===== src/sv/twlbt_pkg.sv =====
package twlbt_pkg;

    // Field and register widths
    localparam int FUNC_W    = 2;
    localparam int BYTE_W    = 8;
    localparam int INDEX_W   = 16;
    localparam int BITPOS_W  = 3;
    localparam int ECODE_W   = 4;
    localparam int CFG_W     = 24;
    localparam int CFG_IDX_W = 2;

    // Width of the wait counter; it saturates at its all-ones value.
    localparam int CNT_W = 24;

    // Phase codes; a timeout reports the phase it happened in as the error code.
    localparam int PHASE_W = 4;
    localparam logic [PHASE_W-1:0] PH_IDLE       = 4'd0;
    localparam logic [PHASE_W-1:0] PH_TX_IDLE    = 4'd1;
    localparam logic [PHASE_W-1:0] PH_TX1_TIPLO  = 4'd2;
    localparam logic [PHASE_W-1:0] PH_TX1_TIPHI  = 4'd3;
    localparam logic [PHASE_W-1:0] PH_TX0_RINGLO = 4'd4;
    localparam logic [PHASE_W-1:0] PH_TX0_RINGHI = 4'd5;
    localparam logic [PHASE_W-1:0] PH_RX_START   = 4'd6;
    localparam logic [PHASE_W-1:0] PH_RX1_RINGHI = 4'd7;
    localparam logic [PHASE_W-1:0] PH_RX0_TIPHI  = 4'd8;

    // Function codes of an input item
    localparam logic [FUNC_W-1:0] FN_TICK = 2'd0;
    localparam logic [FUNC_W-1:0] FN_SEND = 2'd1;
    localparam logic [FUNC_W-1:0] FN_RECV = 2'd2;

    // Line drive bits
    typedef logic [1:0] drive_t;
    localparam drive_t DRV_NONE = 2'b00;
    localparam drive_t DRV_RING = 2'b01;
    localparam drive_t DRV_TIP  = 2'b10;

    // Configuration register indexes and reset values
    localparam logic [CFG_IDX_W-1:0] REG_HANDSHAKE_TIMEOUT = 2'd0;
    localparam logic [CFG_IDX_W-1:0] REG_START_TIMEOUT     = 2'd1;
    localparam logic [CFG_W-1:0] HANDSHAKE_TIMEOUT_RST = 24'd4000;
    localparam logic [CFG_W-1:0] START_TIMEOUT_RST     = 24'd30000;

endpackage


===== src/sv/two_wire_link_bit_transceiver_top.sv =====
// Channel | Handshake           | Payload
// --------+---------------------+--------------------------------------------------
// in      | in_valid / in_stall | func, tx_byte, byte_index, ring_level, tip_level
// out     | out_valid/out_stall | ring_pull_low, tip_pull_low, busy_res, done_res,
//         |                     | rx_byte, error_code, error_bit, error_byte
// cfg     | cfg_valid/cfg_ready | cfg_index, cfg_data
//
// Each item is one line sampling tick. The edge that accepts an item updates the state
// machine and loads its result into the output register, which offers it from the next cycle.
// One item is accepted per cycle; the output register alone sets that figure.
// An item is accepted while the output register is empty or being taken, so a
// stalled output stalls the input. Reset clears the state, the control flags
// and loads the timeout registers with their default values.
module two_wire_link_bit_transceiver_top (
    input  logic                                clk,
    input  logic                                rst_n,
    input  logic                                in_valid,
    output logic                                in_stall,
    input  logic [twlbt_pkg::FUNC_W-1:0]        func,
    input  logic [twlbt_pkg::BYTE_W-1:0]        tx_byte,
    input  logic [twlbt_pkg::INDEX_W-1:0]       byte_index,
    input  logic                                ring_level,
    input  logic                                tip_level,
    output logic                                out_valid,
    input  logic                                out_stall,
    output logic                                ring_pull_low,
    output logic                                tip_pull_low,
    output logic                                busy_res,
    output logic                                done_res,
    output logic [twlbt_pkg::BYTE_W-1:0]        rx_byte,
    output logic [twlbt_pkg::ECODE_W-1:0]       error_code,
    output logic [twlbt_pkg::BITPOS_W-1:0]      error_bit,
    output logic [twlbt_pkg::INDEX_W-1:0]       error_byte,
    input  logic                                cfg_valid,
    output logic                                cfg_ready,
    input  logic [twlbt_pkg::CFG_IDX_W-1:0]     cfg_index,
    input  logic [twlbt_pkg::CFG_W-1:0]         cfg_data
);
    import twlbt_pkg::*;

    // Configuration registers
    logic [CFG_W-1:0] hs_timeout_reg;
    logic [CFG_W-1:0] start_timeout_reg;

    // Link state
    logic [PHASE_W-1:0]  phase_reg,  phase_next;
    logic [BITPOS_W-1:0] bitpos_reg, bitpos_next;
    logic [BYTE_W-1:0]   shift_reg,  shift_next;
    logic [CNT_W-1:0]    cnt_reg,    cnt_next;
    logic [INDEX_W-1:0]  index_reg,  index_next;
    drive_t              drive_reg,  drive_next;

    // Result of the current tick
    logic                done_next;
    logic [BYTE_W-1:0]   rxb_next;
    logic [ECODE_W-1:0]  ecode_next;
    logic [BITPOS_W-1:0] ebit_next;
    logic [INDEX_W-1:0]  ebyte_next;

    logic                out_valid_reg, out_valid_next;
    logic                take;
    logic                met;
    logic                bit_end;
    logic                timed_out;
    logic [CFG_W-1:0]    limit;

    // Handshake: the output register decouples the two sides.
    assign in_stall  = out_valid_reg & out_stall;
    assign take      = in_valid & ~in_stall;
    assign cfg_ready = 1'b1;
    assign out_valid = out_valid_reg;

    // Configuration writes; unknown indexes are ignored.
    always_ff @(posedge clk or negedge rst_n)
    begin
        if (!rst_n)
        begin
            hs_timeout_reg    <= HANDSHAKE_TIMEOUT_RST;
            start_timeout_reg <= START_TIMEOUT_RST;
        end
        else if (cfg_valid && cfg_ready)
        begin
            if (cfg_index == REG_HANDSHAKE_TIMEOUT)
            begin
                hs_timeout_reg <= cfg_data;
            end
            else if (cfg_index == REG_START_TIMEOUT)
            begin
                start_timeout_reg <= cfg_data;
            end
        end
    end

    // The wait fails for good once the counter reaches the limit or saturates.
    assign timed_out = (32'(cnt_reg) >= 32'(limit)) || (&cnt_reg);

    // Per-tick state machine.
    always_comb
    begin
        phase_next  = phase_reg;
        bitpos_next = bitpos_reg;
        shift_next  = shift_reg;
        cnt_next    = cnt_reg;
        index_next  = index_reg;
        drive_next  = drive_reg;
        done_next   = 1'b0;
        rxb_next    = '0;
        ecode_next  = '0;
        ebit_next   = '0;
        ebyte_next  = '0;
        met         = 1'b0;
        bit_end     = 1'b0;
        limit       = hs_timeout_reg;

        case (phase_reg)
            PH_IDLE:
            begin
                if (func == FN_SEND || func == FN_RECV)
                begin
                    index_next  = byte_index;
                    bitpos_next = '0;
                    cnt_next    = '0;
                    drive_next  = DRV_NONE;
                    shift_next  = (func == FN_SEND) ? tx_byte : '0;
                    phase_next  = (func == FN_SEND) ? PH_TX_IDLE : PH_RX_START;
                end
            end
            PH_TX_IDLE:
            begin
                met = ring_level & tip_level;
                if (met)
                begin
                    if (shift_reg[0])
                    begin
                        drive_next = DRV_RING;
                        phase_next = PH_TX1_TIPLO;
                    end
                    else
                    begin
                        drive_next = DRV_TIP;
                        phase_next = PH_TX0_RINGLO;
                    end
                end
            end
            PH_TX1_TIPLO:
            begin
                met = ~tip_level;
                if (met)
                begin
                    drive_next = DRV_NONE;
                    phase_next = PH_TX1_TIPHI;
                end
            end
            PH_TX1_TIPHI:
            begin
                met = tip_level;
                if (met)
                begin
                    shift_next = {1'b0, shift_reg[BYTE_W-1:1]};
                    bit_end    = 1'b1;
                end
            end
            PH_TX0_RINGLO:
            begin
                met = ~ring_level;
                if (met)
                begin
                    drive_next = DRV_NONE;
                    phase_next = PH_TX0_RINGHI;
                end
            end
            PH_TX0_RINGHI:
            begin
                met = ring_level;
                if (met)
                begin
                    shift_next = {1'b0, shift_reg[BYTE_W-1:1]};
                    bit_end    = 1'b1;
                end
            end
            PH_RX_START:
            begin
                limit = start_timeout_reg;
                met   = ~(ring_level & tip_level);
                if (met)
                begin
                    // Ring low with tip high is a one; anything else is a zero.
                    if (!ring_level && tip_level)
                    begin
                        shift_next = {1'b1, shift_reg[BYTE_W-1:1]};
                        drive_next = DRV_TIP;
                        phase_next = PH_RX1_RINGHI;
                    end
                    else
                    begin
                        shift_next = {1'b0, shift_reg[BYTE_W-1:1]};
                        drive_next = DRV_RING;
                        phase_next = PH_RX0_TIPHI;
                    end
                end
            end
            PH_RX1_RINGHI:
            begin
                met = ring_level;
                if (met)
                begin
                    drive_next = DRV_NONE;
                    bit_end    = 1'b1;
                end
            end
            PH_RX0_TIPHI:
            begin
                met = tip_level;
                if (met)
                begin
                    drive_next = DRV_NONE;
                    bit_end    = 1'b1;
                end
            end
            default:
            begin
                phase_next = PH_IDLE;
                drive_next = DRV_NONE;
            end
        endcase

        // Wait bookkeeping, bit completion and timeout, on the phase just entered.
        // A start tick counts as a first failed tick of its wait.
        if (phase_next != PH_IDLE)
        begin
            if (met)
            begin
                cnt_next = '0;
                if (bit_end)
                begin
                    if (&bitpos_reg)
                    begin
                        done_next   = 1'b1;
                        rxb_next    = (phase_next >= PH_RX_START) ? shift_next : '0;
                        phase_next  = PH_IDLE;
                        bitpos_next = '0;
                    end
                    else
                    begin
                        bitpos_next = bitpos_reg + 1'b1;
                        phase_next  = (phase_next >= PH_RX_START) ? PH_RX_START : PH_TX_IDLE;
                    end
                end
            end
            else if (phase_reg == PH_IDLE ? (hs_timeout_reg == '0) : timed_out)
            begin
                ecode_next  = phase_next;
                ebit_next   = bitpos_next;
                ebyte_next  = index_next;
                phase_next  = PH_IDLE;
                drive_next  = DRV_NONE;
                cnt_next    = '0;
                bitpos_next = '0;
            end
            else if (phase_reg == PH_IDLE)
            begin
                cnt_next = CNT_W'(1);
            end
            else
            begin
                cnt_next = cnt_reg + 1'b1;
            end
        end
    end

    // State registers, updated on every accepted item.
    always_ff @(posedge clk or negedge rst_n)
    begin
        if (!rst_n)
        begin
            phase_reg  <= PH_IDLE;
            bitpos_reg <= '0;
            shift_reg  <= '0;
            cnt_reg    <= '0;
            index_reg  <= '0;
            drive_reg  <= DRV_NONE;
        end
        else if (take)
        begin
            phase_reg  <= phase_next;
            bitpos_reg <= bitpos_next;
            shift_reg  <= shift_next;
            cnt_reg    <= cnt_next;
            index_reg  <= index_next;
            drive_reg  <= drive_next;
        end
    end

    // Output valid flag.
    always_comb
    begin
        if (take)
        begin
            out_valid_next = 1'b1;
        end
        else if (out_stall)
        begin
            out_valid_next = out_valid_reg;
        end
        else
        begin
            out_valid_next = 1'b0;
        end
    end

    always_ff @(posedge clk or negedge rst_n)
    begin
        if (!rst_n)
        begin
            out_valid_reg <= 1'b0;
        end
        else
        begin
            out_valid_reg <= out_valid_next;
        end
    end

    // Result register.
    always_ff @(posedge clk)
    begin
        if (take)
        begin
            ring_pull_low <= drive_next[0];
            tip_pull_low  <= drive_next[1];
            busy_res      <= (phase_next != PH_IDLE);
            done_res      <= done_next;
            rx_byte       <= rxb_next;
            error_code    <= ecode_next;
            error_bit     <= ebit_next;
            error_byte    <= ebyte_next;
        end
    end

endmodule


===== config.mk =====
export PLATFORM = sky130hd
export DESIGN_NAME = two_wire_link_bit_transceiver_top
export DESIGN_NICKNAME = d
export VERILOG_FILES = /design/src/sv/twlbt_pkg.sv /design/src/sv/two_wire_link_bit_transceiver_top.sv
export SDC_FILE = /design/constraint.sdc
export NUM_CORES = 1
export LEC_CHECK = 0
export BUFFER_PORTS_ARGS = -buffer_cell sky130_fd_sc_hd__buf_2
export CORE_MARGIN = 2
export CORE_UTILIZATION = 45
export DETAILED_ROUTE_END_ITERATION = 6
export PLACE_DENSITY = 0.7
export SLEW_MARGIN = 0
export SYNTH_ARGS = -nofsm -noshare
export SYNTH_HDL_FRONTEND = slang
export SYNTH_SLANG_ARGS = --single-unit

===== constraint.sdc =====
create_clock -name clk -period 4.5 [get_ports clk]
set_input_delay 0.9 -clock clk [delete_from_list [all_inputs] [get_ports clk]]
set_output_delay 0.9 -clock clk [all_outputs]
set_load 0.01 [all_outputs]

==> impl_metrics.toml <==
[global_route]
antenna_found_initial = 0
track_usage = 0.1984
grt_pass1_wl_um = 28170
first_global_vias = 5662
grt_max_degree = 69
overflow = 0

[power_and_ir_drop]
seq_power_share = 0.387
p_total_mw = 5.135
clkPwrFrac = 0.276
power_leakage_nw = 3.685
comb_power_share = 0.336
power_density_mw_per_mm2 = 584.3
peakVddDrop_mv = 0.3631
switchingPower_mw = 1.822
sw_frac_of_total = 0.3548
power.internal_mw = 3.313

[sta]
worstMarginPinSlew_ns = 1.292
finalSetupViolations = 0
hold_slack_ns = 0.5056
tns_ns = 0
slew_headroom = 0.1359
grt_setup_unrepaired = "false"
timing.fmax_mhz = 254.7
final_hold_viol_count = 0
slew_violations = 0
skew_ns = 0.005649
min_period_ns = 3.927
finalCritPeriodShare = 0.8726
timing.final.ws_setup_ns = 0.5735

[yosys]
ys_seq_area_frac = 0.4978
synth.most_common_cell = "dfrtp_1"
synth_cell_types = 72
synth_ff_type = "dfrtp_1"
synth_edf_count = 35
ys_warn_count = 0
ys_ff_latch = 141
postSynthAreaPerCell_um2 = 10.91
ys_top_cells_by_count = "dfrtp_1 (93), nand2_1 (85), mux2_2 (67), nor2_1 (39), a21oi_1 (38)"
yosysTopAreaCellShare = 0.3115
async_flop_share = 0.7518
syn_area_mm2 = 0.007472
synth_nets = 772
post-synth-top-area-cell = "dfrtp_1"
syn_inst = 685
synth_area_leaders = "dfrtp_1 (31%), edfxtp_1 (14%), mux2_2 (10%)"

[final_layout]
antenna_cells = 0
final_layout_size_suffix_gt1_frac = 0.2940
seq_area_mm2 = 0.003720
design_area_mm2 = 0.008788
final_cells = 1009
fill_cells = 1403
multi_input_area_mm2 = 0.003587
layout.nets = 863
final_core_util = 0.5357
syn2layout_area_growth_pct = 17.62

[hold_path]
hold_path.class = "register to register"

[die]
coreArea_mm2 = 0.01641
dieArea_mm2 = 0.01765
rows = 47
io_pins = 97
die_w_um = 132.9
die_h_um = 132.9
start_util = 0.4554

[routing]
ant_nets = 0
num_vias = 5766
wl_um = 17100
drt_iter0_drc = 443
wire_per_inst_um = 16.94
via_per_inst = 5.715
drtPass1Iterations = 6
drc = 0

[clock_tree]
post_cts_resized = 0
post_cts_buffers = 0
clock-sinks = 141
clkSlewWorstSetupHoldPaths_ns = 0.06
htree_levels = 4
cts_tree = "done"
clk-insertion-delay-late_ns = 0.42
cts_root_buffer = "clkbuf_16"
hold_buffers = 0
clockBufferDepth = 2
numCtsBuffers = 17

[worst_setup_path]
worstPathRequired_ns = 4.85
endpoint_kind = "register"
r2r_setup_slack_ns = 0.57
critPathKind = "register to register"
arrival_ns = 4.28
crit_fanout = 27
critPathLaunchType = "register"

[placement]
numPlacedInstances = 977
placed_area_mm2 = 0.008192
post-dp-hpwl_um = 11900
routabilityCongestion = 0.8116
dpl_worst_slack_ns = 0.5711
portBuffers = 95

[outcome]
status = "finished, final reports clean"

[run]
maxCapViolCount = 0
-- layout make-up --
type                       instances  share of cell area
tap                              220             0.03132
inverter                           9            0.003844
clock inverter                    14             0.01908
sequential                       141              0.4233
multi-input combinational        499              0.4082
timing repair buffer             108             0.06549
clock buffer                      18             0.04883
-- worst max-delay path, cell delays in order (launching register included) --
cell and delay, ns:
dfrtp_1 0.68, nor4bb_4 0.37, buf_4 0.41, mux2i_1 0.26
ha_1 0.26, nor2b_1 0.13, o211a_1 0.20, o311ai_1 0.26
a31oi_1 0.27, nor4b_4 0.35, buf_4 0.34, o211a_1 0.20
a221o_1 0.10
-- logic make-up (layout without fill, tap and decap cells) --
group | after synthesis | after routing | share of synthesized area
flops | 141 | 141 | 0.4978
mux | 93 | 93 | 0.1358
fa+ha+maj | 28 | 28 | 0.04689
simple gates | 219 | 219 | 0.1465
other cells | 1 | 1 | 0.0005019
compound gates | 158 | 158 | 0.1469
buf+inv | 45 | 149 | 0.02562
-- final timing paths --
path | start | end | depth (start not counted)
hold reg to reg | start_timeout_reg[11] | start_timeout_reg[11] | 1
setup reg to reg | phase_reg[2] | cnt_reg[12] | 12
hold / removal | start_timeout_reg[11] | start_timeout_reg[11] | 1
min in group asynchronous | rst_n | shift_reg[2] | 1
max in group asynchronous | rst_n | start_timeout_reg[5] | 2
setup / recovery | phase_reg[2] | cnt_reg[12] | 12
-- cell usage in the layout, fill, tap and decap left out, drive strengths merged, types with 8 or more instances in the layout --
cell	n
a21o	11
a21oi	39
a22o	22
and2	12
buf	108
clkbuf	18
dfrtp	93
dfstp	13
edfxtp	35
ha	28
inv	12
mux2	67
mux2i	26
nand2	85
nand3	15
nand4	8
nor2	40
nor2b	9
nor4	10
o211ai	8
o21ai	26
-- power groups by stage --
stage	Combinational (mW)	Sequential (mW)	Clock (mW)
finish	1.73	1.99	1.42
global route	1.91	2.04	1.50
CTS	1.72	1.99	1.44
detailed placement	1.71	2.00	0
global placement	1.63	1.98	0
floorplan	1.29	1.91	0
-- layer usage --
layer,GRT usage,part of all wire,vias up
met5,0,0,-
li1,-,-,2724
met2,0.3307,0.48,183
met4,0.05974,0.012,0
met1,0.2616,0.45,2845
met3,0.04138,0.057,14
No activity file was read; power rests on OpenSTA's default activity.
